===== src/sv/pvd_pkg.sv =====
// pvd_pkg: shared types, constants and decode functions of the prefix varint decoder
// no dependencies; imported by pvd_front, pvd_back and prefix_varint_decoder_unit
`default_nettype none

package pvd_pkg;

  localparam int VAL_W = 64;
  localparam int LEN_W = 4;

  typedef logic [LEN_W-1:0] len_t;
  typedef logic [VAL_W-1:0] val_t;

  typedef enum logic {
    CFG_SIGNED_MODE = 1'b0,
    CFG_WIDE_MODE   = 1'b1
  } cfg_idx_t;

  typedef enum logic {
    ST_OK  = 1'b0,
    ST_ERR = 1'b1
  } status_t;

  typedef struct packed {
    logic signed_mode;
    logic wide_mode;
  } cfg_t;

  // one finished value waiting for the offset stage
  typedef struct packed {
    logic        force_err;
    len_t        len;
    logic [7:0]  hold;
    val_t        acc;
  } job_t;

  localparam logic [31:0] OFF5_32  = 32'h1020_4080;
  localparam logic [31:0] HALF5_32 = 32'h0810_2040;

  function automatic len_t length_of(logic [7:0] b);
    len_t n;
    logic run;
    n   = len_t'(1);
    run = 1'b1;
    for (int i = 7; i >= 0; i--) begin
      if (run && b[i]) begin
        n = n + len_t'(1);
      end else begin
        run = 1'b0;
      end
    end
    return n;
  endfunction

  function automatic logic prefix_ok(len_t len, logic [7:0] b, cfg_t cfg);
    logic ok;
    ok = 1'b1;
    if (!cfg.wide_mode) begin
      if (len > len_t'(5)) begin
        ok = 1'b0;
      end else if (len == len_t'(5)) begin
        if (cfg.signed_mode) begin
          ok = (b[2:0] == 3'b000) || (b[2:0] == 3'b111);
        end else begin
          ok = (b[2:0] == 3'b000);
        end
      end
    end
    return ok;
  endfunction

  function automatic val_t offset_of(len_t len);
    val_t k;
    case (len)
      4'd2:    k = 64'h0000_0000_0000_0080;
      4'd3:    k = 64'h0000_0000_0000_4080;
      4'd4:    k = 64'h0000_0000_0020_4080;
      4'd5:    k = 64'h0000_0000_1020_4080;
      4'd6:    k = 64'h0000_0008_1020_4080;
      4'd7:    k = 64'h0000_0408_1020_4080;
      4'd8:    k = 64'h0002_0408_1020_4080;
      4'd9:    k = 64'h0102_0408_1020_4080;
      default: k = '0;
    endcase
    return k;
  endfunction

  // first-byte payload bits placed above the following bytes
  function automatic val_t payload_of(len_t len, logic [7:0] hold, val_t acc);
    val_t p;
    case (len)
      4'd1:    p = {57'b0, hold[6:0]} | acc;
      4'd2:    p = {50'b0, hold[5:0], 8'b0} | acc;
      4'd3:    p = {43'b0, hold[4:0], 16'b0} | acc;
      4'd4:    p = {36'b0, hold[3:0], 24'b0} | acc;
      4'd5:    p = {29'b0, hold[2:0], 32'b0} | acc;
      4'd6:    p = {22'b0, hold[1:0], 40'b0} | acc;
      4'd7:    p = {15'b0, hold[0], 48'b0} | acc;
      default: p = acc;
    endcase
    return p;
  endfunction

  // sign extension from 7 bits per encoded byte
  function automatic val_t sext_of(len_t len, val_t p);
    val_t s;
    case (len)
      4'd1:    s = {{57{p[6]}}, p[6:0]};
      4'd2:    s = {{50{p[13]}}, p[13:0]};
      4'd3:    s = {{43{p[20]}}, p[20:0]};
      4'd4:    s = {{36{p[27]}}, p[27:0]};
      4'd5:    s = {{29{p[34]}}, p[34:0]};
      4'd6:    s = {{22{p[41]}}, p[41:0]};
      4'd7:    s = {{15{p[48]}}, p[48:0]};
      4'd8:    s = {{8{p[55]}}, p[55:0]};
      default: s = p;
    endcase
    return s;
  endfunction

endpackage

`default_nettype wire


===== src/sv/pvd_front.sv =====
// pvd_front: byte framing, length prefix decode and payload gathering
// depends on pvd_pkg; feeds one job per finished value to pvd_back
`default_nettype none

module pvd_front import pvd_pkg::*; (
  input  wire logic       clk,
  input  wire logic       rst_n,
  input  wire cfg_t       cfg,
  input  wire logic       in_valid,
  output logic            in_stall,
  input  wire logic [7:0] in_data_byte,
  input  wire logic       take,
  output logic            job_valid,
  output job_t            job
);

  logic [3:0] bytes_left_r, bytes_left_nxt;
  len_t       total_len_r, total_len_nxt;
  val_t       acc_r, acc_nxt;
  logic [7:0] hold_r, hold_nxt;
  logic       job_valid_r, job_valid_nxt;
  job_t       job_r, job_nxt;
  logic       accept;
  logic       done;
  len_t       len1;
  logic       pok;
  val_t       acc_shift;

  assign in_stall  = job_valid_r && !take;
  assign accept    = in_valid && !in_stall;
  assign len1      = length_of(in_data_byte);
  assign pok       = prefix_ok(len1, in_data_byte, cfg);
  assign acc_shift = {acc_r[VAL_W-9:0], in_data_byte};

  always_comb begin
    bytes_left_nxt = bytes_left_r;
    total_len_nxt  = total_len_r;
    acc_nxt        = acc_r;
    hold_nxt       = hold_r;
    done           = 1'b0;
    job_nxt        = job_r;
    if (accept) begin
      if (bytes_left_r == 4'd0) begin
        if (!pok) begin
          done          = 1'b1;
          total_len_nxt = '0;
          job_nxt       = '{force_err: 1'b1, len: len_t'(1), hold: in_data_byte, acc: '0};
        end else if (len1 == len_t'(1)) begin
          done          = 1'b1;
          total_len_nxt = '0;
          job_nxt       = '{force_err: 1'b0, len: len_t'(1), hold: in_data_byte, acc: '0};
        end else begin
          hold_nxt       = in_data_byte;
          acc_nxt        = '0;
          total_len_nxt  = len1;
          bytes_left_nxt = len1 - 4'd1;
        end
      end else begin
        acc_nxt        = acc_shift;
        bytes_left_nxt = bytes_left_r - 4'd1;
        if (bytes_left_r == 4'd1) begin
          done          = 1'b1;
          total_len_nxt = '0;
          job_nxt       = '{force_err: 1'b0, len: total_len_r, hold: hold_r, acc: acc_shift};
        end
      end
    end
    job_valid_nxt = (job_valid_r && !take) || done;
  end

  always_ff @(posedge clk) begin
    if (!rst_n) begin
      bytes_left_r <= '0;
      total_len_r  <= '0;
      job_valid_r  <= 1'b0;
    end else begin
      bytes_left_r <= bytes_left_nxt;
      total_len_r  <= total_len_nxt;
      job_valid_r  <= job_valid_nxt;
    end
  end

  always_ff @(posedge clk) begin
    acc_r  <= acc_nxt;
    hold_r <= hold_nxt;
    job_r  <= job_nxt;
  end

  assign job_valid = job_valid_r;
  assign job       = job_r;

endmodule

`default_nettype wire


===== src/sv/pvd_back.sv =====
// pvd_back: offset add, sign handling and range checks, then the result register
// depends on pvd_pkg; takes jobs from pvd_front
`default_nettype none

module pvd_back import pvd_pkg::*; (
  input  wire logic    clk,
  input  wire logic    rst_n,
  input  wire cfg_t    cfg,
  input  wire logic    job_valid,
  input  wire job_t    job,
  output logic         take,
  output logic         out_valid,
  input  wire logic    out_stall,
  output val_t         out_decoded_value,
  output logic         out_status,
  output len_t         out_encoded_length
);

  logic        out_valid_r;
  val_t        val_r, val_nxt;
  status_t     status_r, status_nxt;
  len_t        len_r;
  logic        load;
  val_t        p, k, kh, ps, rs;
  logic [64:0] sum65;
  logic [32:0] sum33;
  logic [31:0] a32, r32;
  logic        neg5, narrow5, ok;

  assign load = !out_valid_r || !out_stall;
  assign take = load;

  assign p       = payload_of(job.len, job.hold, job.acc);
  assign k       = offset_of(job.len);
  assign kh      = k >> 1;
  assign ps      = sext_of(job.len, p);
  assign rs      = ps[VAL_W-1] ? ps - kh : ps + kh;
  assign sum65   = {1'b0, p} + {1'b0, k};
  assign a32     = job.acc[31:0];
  assign sum33   = {1'b0, a32} + {1'b0, OFF5_32};
  assign neg5    = (job.hold[2:0] == 3'b111);
  assign r32     = neg5 ? a32 - HALF5_32 : a32 + HALF5_32;
  assign narrow5 = !cfg.wide_mode && (job.len == len_t'(5));

  always_comb begin
    ok      = 1'b1;
    val_nxt = '0;
    if (job.force_err || !prefix_ok(job.len, job.hold, cfg)) begin
      ok = 1'b0;
    end else if (narrow5) begin
      if (cfg.signed_mode) begin
        ok      = (r32[31] == neg5);
        val_nxt = {{32{r32[31]}}, r32};
      end else begin
        ok      = !sum33[32];
        val_nxt = {32'b0, sum33[31:0]};
      end
    end else if (!cfg.signed_mode) begin
      ok      = (job.len != len_t'(9)) || !sum65[64];
      val_nxt = sum65[63:0];
    end else begin
      ok      = (job.len != len_t'(9)) || (rs[VAL_W-1] == ps[VAL_W-1]);
      val_nxt = rs;
    end
    if (!ok) begin
      val_nxt = '0;
    end
    status_nxt = ok ? ST_OK : ST_ERR;
  end

  always_ff @(posedge clk) begin
    if (!rst_n) begin
      out_valid_r <= 1'b0;
    end else if (load) begin
      out_valid_r <= job_valid;
    end
  end

  always_ff @(posedge clk) begin
    if (load && job_valid) begin
      val_r    <= val_nxt;
      status_r <= status_nxt;
      len_r    <= job.len;
    end
  end

  assign out_valid          = out_valid_r;
  assign out_decoded_value  = val_r;
  assign out_status         = status_r;
  assign out_encoded_length = len_r;

endmodule

`default_nettype wire


===== src/sv/prefix_varint_decoder_unit.sv =====
// prefix_varint_decoder_unit: top level of the prefix-length varint decoder
// depends on pvd_pkg, pvd_front and pvd_back
`default_nettype none

// Takes one byte per cycle while in_stall is low and emits one result per finished
// value, or one error result at the byte that shows the value cannot be represented.
// A byte enters the framing stage, which holds the length state and gathers the
// payload; a finished value moves to a job register and then through the offset
// adders into the result register. Throughput is one byte per cycle while in_stall
// is low; the offset adders sit between job register and result register. The modes
// are read at the first byte of a value and again when its job loads the result register.

module prefix_varint_decoder_unit import pvd_pkg::*; (
  input  wire logic       clk,
  input  wire logic       rst_n,
  input  wire logic       in_valid,
  output logic            in_stall,
  input  wire logic [7:0] in_data_byte,
  output logic            out_valid,
  input  wire logic       out_stall,
  output logic [63:0]     out_decoded_value,
  output logic            out_status,
  output logic [3:0]      out_encoded_length,
  input  wire logic       cfg_valid,
  output logic            cfg_ready,
  input  wire logic       cfg_index,
  input  wire logic       cfg_wdata
);

  logic signed_mode_r;
  logic wide_mode_r;
  cfg_t cfg;
  logic job_valid;
  job_t job;
  logic take;

  assign cfg_ready = 1'b1;
  assign cfg       = '{signed_mode: signed_mode_r, wide_mode: wide_mode_r};

  always_ff @(posedge clk) begin
    if (!rst_n) begin
      signed_mode_r <= 1'b0;
      wide_mode_r   <= 1'b1;
    end else if (cfg_valid && cfg_ready) begin
      unique case (cfg_idx_t'(cfg_index))
        CFG_SIGNED_MODE: signed_mode_r <= cfg_wdata;
        CFG_WIDE_MODE:   wide_mode_r   <= cfg_wdata;
      endcase
    end
  end

  pvd_front u_front (
    .clk          (clk),
    .rst_n        (rst_n),
    .cfg          (cfg),
    .in_valid     (in_valid),
    .in_stall     (in_stall),
    .in_data_byte (in_data_byte),
    .take         (take),
    .job_valid    (job_valid),
    .job          (job)
  );

  pvd_back u_back (
    .clk                (clk),
    .rst_n              (rst_n),
    .cfg                (cfg),
    .job_valid          (job_valid),
    .job                (job),
    .take               (take),
    .out_valid          (out_valid),
    .out_stall          (out_stall),
    .out_decoded_value  (out_decoded_value),
    .out_status         (out_status),
    .out_encoded_length (out_encoded_length)
  );

  // a waiting job holds while the result register is blocked
  a_job_hold: assert property (@(posedge clk) disable iff (!rst_n)
    job_valid && !take |=> job_valid && $stable(job))
    else $error("pending job lost or changed");

  // error results carry a zero value
  a_err_zero: assert property (@(posedge clk) disable iff (!rst_n)
    out_valid && out_status |-> out_decoded_value == 64'd0)
    else $error("error result with nonzero value");

  // length always within one to nine bytes
  a_len_range: assert property (@(posedge clk) disable iff (!rst_n)
    out_valid |-> out_encoded_length != 4'd0 && out_encoded_length <= 4'd9)
    else $error("encoded length out of range");

endmodule

`default_nettype wire

===== config.mk =====
export PLATFORM = sky130hd
export DESIGN_NAME = prefix_varint_decoder_unit
export DESIGN_NICKNAME = d
export VERILOG_FILES = /design/src/sv/pvd_pkg.sv /design/src/sv/pvd_front.sv /design/src/sv/pvd_back.sv /design/src/sv/prefix_varint_decoder_unit.sv
export SDC_FILE = /design/constraint.sdc
export NUM_CORES = 1
export LEC_CHECK = 0
export BUFFER_PORTS_ARGS = -buffer_cell sky130_fd_sc_hd__buf_2
export CAP_MARGIN = 20
export CORE_UTILIZATION = 50
export CTS_CLUSTER_SIZE = 25
export DETAILED_ROUTE_END_ITERATION = 10
export MAX_ROUTING_LAYER = met4
export PLACE_DENSITY_LB_ADDON = 0.2
export RECOVER_POWER = 100
export SYNTH_ARGS = -nofsm -noshare
export SYNTH_HDL_FRONTEND = slang
export SYNTH_SLANG_ARGS = --single-unit

===== constraint.sdc =====
create_clock -name clk -period 7 [get_ports clk]
set_input_delay 0.35 -clock clk [delete_from_list [all_inputs] [get_ports clk]]
set_output_delay 0.35 -clock clk [all_outputs]
set_load 0.05 [all_outputs]

==> reports/metrics.csv, run 1 <==
stage,metric,value,unit
status,status,"finished, violations left",
status,failing checks,"capacitance limit, slew limit",
worst_hold_path,worst min path class,input pin to flop,
grt,Tot GR Track Use,31.4,%
clocking,TritonCTS clock tree,done,
worst_hold_path,end of the worst hold path,wide_mode_r,
critical_path,worst path cell trace,or4b_1 -> o22a_1 -> a21boi_1 -> a21boi_1 -> nand2_1 -> or2_2 -> ha_1 -> nand4_1 -> or3_1 -> or2_1 -> nor4b_1 -> o31ai_1 -> a31oi_1 -> a21oi_1 -> mux2i_1 -> o211ai_1 -> buf_4 -> buf_12 -> nor3_1,
yosys,cells after synthesis,1869,
yosys,YS warnings,0,
sta,setup TNS,0,ns
pwr,Sw Ratio,47.8,%
clocking,clk root buf,clkbuf_16,
critical_path,Register-to-Register Setup Slack,0.48,ns
sta,fmax,153,MHz
pwr,Pwr per Cell Area,486,nW/um^2
pwr,total leakage power,0.00706,uW
critical_path,worst r2r src,u_front.job[73],
grt,largest net degree at the start of global routing,70,
routing,"antenna viol nets, final",0,
critical_path,worst reg-to-reg path cell count,19,
routing,via count,15000,
sta,Tcrit/Tclk final,93.2,%
sta,worst-margin pin slew,4.08,ns
clocking,clk buf depth,3,
floorplan,Ports,87,
grt,first-pass GRT wire length,82200,microns
floorplan,Initial Util,50.8,%
yosys,Post-synth EDFFs,208,
routing,Avg WL per Cell,22.4,microns
routing,Via density,6.24,
clocking,Num CTS Buffers,25,
critical_path,Worst Setup SP,u_front.job[73],
sta,unrepaired setup endpoints after global routing,no,
routing,Detailed Route Iter0 Violations,1567,
critical_path,crit path kind,flop to flop,
layout,Final nets,2060,
sta,clock skew,0.0152,ns
yosys,top-count cell post-synth,edfxtp_1,
placed_design,dpl ws,0.692,ns
sta,setup ws final,0.476,ns
floorplan,chip height,187,microns
critical_path,CP endpoint kind,flop,
grt,initial antenna violation count,0,
critical_path,Worst EP arrival,6.81,ns
floorplan,core footprint,33500,sq um
routing,DRC Markers,0,
clocking,"CTS clk-pin slew, worst paths",0.06,ns
layout,share of layout cells above drive strength 1,6.68,%
layout,FF/Latch Area,6650,sq um
pwr,Reg power frac,23.3,%
critical_path,worst path required time,7.28,ns
critical_path,"most used cell, CP",a21boi_1,
run,max-capacitance violation count,2,
placed_design,input/output buffers,85,
layout,layout overhead on the synthesized area,10.0,%
clocking,Num Clock Sinks,228,
sta,slew margin rel.,-172,%
sta,Tmin final,6.52,ns
yosys,sequential-to-total area share from yosys stat,39.0,%
yosys,largest area contributor in the netlist,edfxtp_1,
critical_path,CP max FO,27,
yosys,synthesized area,17000,sq um
yosys,Synth top cells by count,"208 x edfxtp_1, 184 x nand2_1, 181 x a21oi_1",
layout,count of inserted antenna diode cells,0,
worst_hold_path,hold path depth,3,
routing,TritonRoute pass-1 iters,6,
pwr,Clock Power Share,14.1,%
floorplan,Die W,187,microns
yosys,post-synth top area share,36.7,%
floorplan,die area,34800,sq um
clocking,post-CTS sizing,0,
yosys,Yosys cell types,87,
routing,total wire length,54000,microns
yosys,Synthesized Nets,1985,
clocking,H-tree Lvls,1,
pwr,Comb pwr share,62.6,%
sta,final setup fails,0,
pwr,Pint,4750,uW
yosys,Mean Syn Cell Area,9.11,sq um
yosys,"Async S/R FF share, synth",0,%
sta,final hold violation count,0,
layout,Multi-input gate area,9830,sq um
critical_path,CP max stage delay,0.71,ns
clocking,clk_lat worst skew,0.56,ns
pwr,maximum VDD drop,0.262,mV
layout,Fillers,3138,
grt,"Remaining Overflow, GRT",0,
sta,Max Slew Vio Count,113,
floorplan,row count,67,
worst_hold_path,hold_sp,cfg_wdata,
yosys,Synth Flop Type,edfxtp_1,
placed_design,HPWL Detailed,41100,microns
placed_design,GP Congestion,0.991,
critical_path,slowest CP cell,edfxtp_1,
critical_path,Setup crit start kind,flop,
yosys,Synth area leaders,"edfxtp_1 37%, ha_1 7.3%, a21oi_1 5.3%",
critical_path,FF-to-FF End,u_back.out_decoded_value[17],
pwr,Net Switching,4350,uW
grt,number of global-route vias before repair,13900,
yosys,Synth Register Bits,228,
[final cells by class]
cell class,count,area share (%)
clock buffer,34,3.68
multi-input combinational,1504,52.5
sequential,228,35.5
tap,448,2.99
inverter,47,0.942
timing repair buffer,138,3.87
clock inverter,10,0.528
[sequential cells by signal, indices dropped and copies added, names as in the netlist, 4 cells and up]
register and cells:
u_back.k 8, u_front.bytes_left_r 4, u_back.out_decoded_value 64, u_front.total_len_r 4
u_front.hold_r 7, u_back.out_encoded_length 4, u_front.job 76, u_front.acc_r 56
[how the worst max path moves through the flow]
stage | endpoint | slack (ns) | cells past startpoint
2_1_floorplan | u_back.out_decoded_value[0] | 0.81 | 1
3_3_place_gp | u_back.out_decoded_value[17] | 0.91 | 19
3_5_place_dp | u_back.out_decoded_value[17] | 0.69 | 19
4_1_cts | u_back.out_decoded_value[17] | 0.64 | 19
5_1_grt | u_back.out_decoded_value[26] | 0.02 | 19
6_report | u_back.out_decoded_value[17] | 0.48 | 19
[power by group through the flow]
stage / clock (uW) / sequential [uW] / combinational (uW)
global placement: 0 / 2120 / 5620
floorplan: 0 / 2150 / 4020
CTS: 1300 / 2100 / 5640
detailed placement: 0 / 2120 / 5600
finish: 1280 / 2120 / 5700
global route: 1340 / 2140 / 6230
[critical path, delay by kind of cell, from the launching register on]
family	cells	cell delay, ns
simple gates	8	2.29
compound gates	7	2.23
flops	1	0.71
fa+ha+maj	1	0.43
buf+inv	2	0.40
mux	1	0.16
[layout by cell type, fill, tap and decap left out, types with 11 or more instances in the layout]
master	Yosys	routed
nand3_1	46	46
inv_1	46	45
or3_1	16	16
a31oi_1	38	38
a21o_1	57	57
xor2_1	57	57
nand4_1	20	20
and2_1	80	17
clkbuf_1	73	90
a211oi_1	35	35
nor2b_1	19	18
buf_4	7	42
and2_0	0	63
nor2_1	145	144
nor3_1	43	43
o21bai_1	15	15
edfxtp_1	208	208
o211ai_1	15	15
dfxtp_1	20	20
o21a_1	14	14
and3_1	14	14
or2_2	11	11
clkbuf_16	0	25
ha_1	99	99
nand2_1	184	184
nand2b_1	23	22
xnor2_1	78	78
o21ai_0	124	124
a21oi_1	181	181
a22oi_1	16	16
o31ai_1	17	17
[cell families (layout without fill, tap and decap cells)]
kind of cell / count (synthesis) / in the layout / synth area share, %
buffers and inverters: 137 / 229 / 3.26
XOR/XNOR: 135 / 135 / 6.95
flip-flops: 228 / 228 / 39.0
AND/OR/NAND/NOR: 650 / 650 / 19.1
AO/OA/AOI/OAI: 602 / 602 / 22.9
other: 1 / 1 / 0.0220
multiplexers: 15 / 15 / 1.18
adder cells (fa/ha/maj): 101 / 101 / 7.51
[timing repair]
action                    CTS  global route
hold buffers                1             0
hold endpoints to repair    1             0
setup buffers               0             0
[metrics by stage]
| stage | cells | hold slack [ns] | power, uW | utilization (%) | cell area (sq um) |
|---|---|---|---|---|---|
| 3_5_place_dp | 2364 | 0.492 | 7720 | 53.9 | 18100 |
| 6_report | 2409 | 0.0472 | 9100 | 55.9 | 18700 |
| 2_1_floorplan | 1869 | 0.421 | 6170 | - | 17000 |
| 4_1_cts | 2409 | 0.0000323 | 9030 | 56.3 | 18900 |
| 3_3_place_gp | 2364 | 0.472 | 7740 | 53.9 | 18100 |
| 5_1_grt | 2409 | 0.0584 | 9720 | 55.9 | 18700 |
[layer usage]
metal | part of all wire [%] | vias to the layer above | GRT usage, %
li1 | - | 7121 | -
met1 | 46 | 7155 | 45.1
met2 | 43 | 660 | 45.5
met3 | 8.3 | 93 | 5.25
met4 | 2.6 | 0 | 8.45
met5 | 0 | - | -
Power figures use the tool's default switching activity.
==> run 2, diff against run 1 <==
--- a/config.mk
+++ b/config.mk
@@ -7,12 +7,14 @@
 export LEC_CHECK = 0
 export BUFFER_PORTS_ARGS = -buffer_cell sky130_fd_sc_hd__buf_2
 export CAP_MARGIN = 20
-export CORE_UTILIZATION = 50
+export CELL_PAD_IN_SITES_DETAIL_PLACEMENT = 0
+export CELL_PAD_IN_SITES_GLOBAL_PLACEMENT = 1
+export CORE_ASPECT_RATIO = 1.25
+export CORE_UTILIZATION = 49
 export CTS_CLUSTER_SIZE = 25
 export DETAILED_ROUTE_END_ITERATION = 10
 export MAX_ROUTING_LAYER = met4
 export PLACE_DENSITY_LB_ADDON = 0.2
-export RECOVER_POWER = 100
 export SYNTH_ARGS = -nofsm -noshare
 export SYNTH_HDL_FRONTEND = slang
 export SYNTH_SLANG_ARGS = --single-unit
==> run 2 against run 1 <==
The flow now finishes without violations. Sequential power about the same. Combinational power down 2%. Critical path depth unchanged. Hold slack worse by 0.032 ns. Clock power about the same. Power down 1.4%. Clock skew up 0.0040 ns. Largest power group unchanged. First-iteration DRC count down 28%. Critical endpoint is now u_back.out_decoded_value[10]. Worst setup slack better by 0.059 ns.
==> reports/metrics.csv, run 2 (synthesis gave the netlist of run 1 again) <==
stage,metric,value,unit
status,status,"complete, no violations",
routing,"antenna viol nets, final",0,
floorplan,die area,35500,sq um
sta,Max Slew Vio Count,0,
pwr,Reg power frac,23.3,%
clocking,post-CTS sizing,0,
critical_path,slowest CP cell,edfxtp_1,
pwr,total leakage power,0.00731,uW
critical_path,Register-to-Register Setup Slack,0.54,ns
critical_path,CP max stage delay,0.59,ns
placed_design,GP Congestion,1.01,
critical_path,Top Family by Delay on Critical Path,compound AO/OA/AOI/OAI gates,
critical_path,FF-to-FF End,u_back.out_decoded_value[10],
sta,clock skew,0.0192,ns
pwr,Pint,4700,uW
floorplan,core footprint,33900,sq um
critical_path,instance count on the critical path,19,
floorplan,chip height,210,microns
sta,slew margin rel.,25.8,%
layout,final std cells w/o fill,2410,
floorplan,Die W,169,microns
routing,Avg WL per Cell,22.6,microns
worst_hold_path,worst min path class,input pin to flop,
sta,final setup fails,0,
clocking,Num CTS Buffers,24,
layout,count of inserted antenna diode cells,0,
grt,number of global-route vias before repair,14000,
clocking,H-tree Lvls,1,
grt,"Remaining Overflow, GRT",0,
routing,total wire length,54400,microns
pwr,Pwr per Cell Area,478,nW/um^2
pwr,Clock Power Share,14.6,%
critical_path,worst path required time,7.25,ns
grt,largest net degree at the start of global routing,58,
placed_design,dpl cells,2364,
clocking,# Post-CTS Setup Buffers,0,
critical_path,Worst EP arrival,6.71,ns
sta,Tcrit/Tclk final,92.4,%
run,max-capacitance violation count,0,
critical_path,worst reg-to-reg path cell count,19,
clocking,clk_lat worst skew,0.55,ns
clocking,Num Clock Sinks,228,
layout,Final nets,2046,
critical_path,Critical Path Sink,u_back.out_decoded_value[10],
layout,number of flip-flops in the largest register,76,
critical_path,CP max FO,19,
sta,final hold violation count,0,
pwr,Sw Ratio,47.6,%
sta,unrepaired setup endpoints after global routing,no,
clocking,clk root buf,clkbuf_16,
clocking,TritonCTS clock tree,done,
critical_path,CP Buf/Inv Count,3,
sta,setup TNS,0,ns
grt,Tot GR Track Use,31.6,%
critical_path,Setup crit start kind,flop,
grt,initial antenna violation count,0,
critical_path,crit path kind,flop to flop,
routing,Via density,6.16,
critical_path,Worst Setup SP,u_front.job[72],
layout,"commonest non-fill, non-tap cells in the layout","208 x edfxtp_1, 183 x nand2_1, 181 x a21oi_1, 144 x nor2_1, 124 x o21ai_0",
clocking,clk buf depth,3,
critical_path,"most used cell, CP",buf_4,
sta,Tmin final,6.46,ns
floorplan,row count,75,
routing,via count,14900,
placed_design,input/output buffers,85,
worst_hold_path,hold path depth,1,
layout,"leading cell type in the layout, fill and taps excluded",edfxtp_1,
placed_design,HPWL Detailed,41700,microns
clocking,"CTS clk-pin slew, worst paths",0.07,ns
layout,share of layout cells above drive strength 1,10.9,%
routing,TritonRoute pass-1 iters,7,
pwr,maximum VDD drop,0.285,mV
routing,DRC Markers,0,
sta,fmax,155,MHz
sta,worst-margin pin slew,1.10,ns
critical_path,worst path cell trace,or4b_1 -> o22a_1 -> nand4_1 -> a211oi_4 -> nand2b_1 -> ha_1 -> a21oi_1 -> o21ai_0 -> a2111oi_0 -> buf_4 -> a211oi_1 -> buf_4 -> o31ai_1 -> a31oi_1 -> a21oi_1 -> mux2i_1 -> o211ai_1 -> buf_4 -> a311oi_1,
pwr,Comb pwr share,62.1,%
routing,Detailed Route Iter0 Violations,1130,
grt,first-pass GRT wire length,82900,microns
floorplan,Ports,87,
layout,layout overhead on the synthesized area,10.4,%
floorplan,Initial Util,50.2,%
critical_path,CP endpoint kind,flop,
critical_path,worst r2r src,u_front.job[72],
pwr,Net Switching,4280,uW
[run 2: metrics by stage]
| stage | hold slack, ns | util [%] | area, sq um | total power, uW | setup WS [ns] |
|---|---|---|---|---|---|
| global placement | 0.472 | 53.1 | 18000 | 7610 | 0.985 |
| global route | 0.0190 | 55.5 | 18800 | 9610 | 0.0287 |
| finish | 0.0156 | 55.5 | 18800 | 8980 | 0.535 |
| CTS | 0.00152 | 55.5 | 18800 | 8930 | 0.621 |
| floorplan | 0.421 | - | 17000 | 6170 | 0.813 |
| detailed placement | 0.493 | 53.1 | 18000 | 7580 | 0.655 |
[run 2: layout make-up]
cell class | count | area (sq um)
well taps | 462 | 578
clock inverters | 16 | 169
inverters | 47 | 176
multi-input cells | 1504 | 9850
flip-flops and latches | 228 | 6650
fillers | 3085 | 15100
clock buffers | 28 | 636
repair buffers | 125 | 741
[run 2: power groups by stage]
stage	registers [uW]	logic [uW]	clock network, uW
finish	2090	5580	1310
global route	2110	6130	1370
CTS	2090	5510	1330
detailed placement	2120	5460	0
global placement	2110	5490	0
floorplan	2150	4020	0
[run 2: repair_timing]
| item | CTS | global route |
|---|---|---|
| hold buffers | 1 | 0 |
| endpoints found under the setup margin | 0 | 0 |
| endpoints found under the hold margin | 1 | 0 |
[run 2: worst min-delay path by stage]
| stage | endpoint | startpoint | slack (ns) |
|---|---|---|---|
| 2_1_floorplan | u_back.out_encoded_length[0] | u_front.job[72] | 0.42 |
| 3_3_place_gp | u_back.out_valid | u_front.job_valid | 0.47 |
| 3_5_place_dp | u_back.out_valid | u_front.job_valid | 0.49 |
| 4_1_cts | u_front.hold_r[3] | in_data_byte[3] | 0.002 |
| 5_1_grt | u_front.hold_r[3] | in_data_byte[3] | 0.02 |
| 6_report | u_front.hold_r[3] | in_data_byte[3] | 0.02 |
[run 2: routing by layer]
layer / wire length (microns) / up-vias / track usage, % / part of all wire (%)
met5: 0 / - / - / 0
met4: 2030 / 0 / 11.1 / 3.7
met3: 2660 / 111 / 3.04 / 4.9
met2: 26600 / 460 / 53.2 / 49
met1: 23100 / 7173 / 39.5 / 42
li1: - / 7107 / - / -
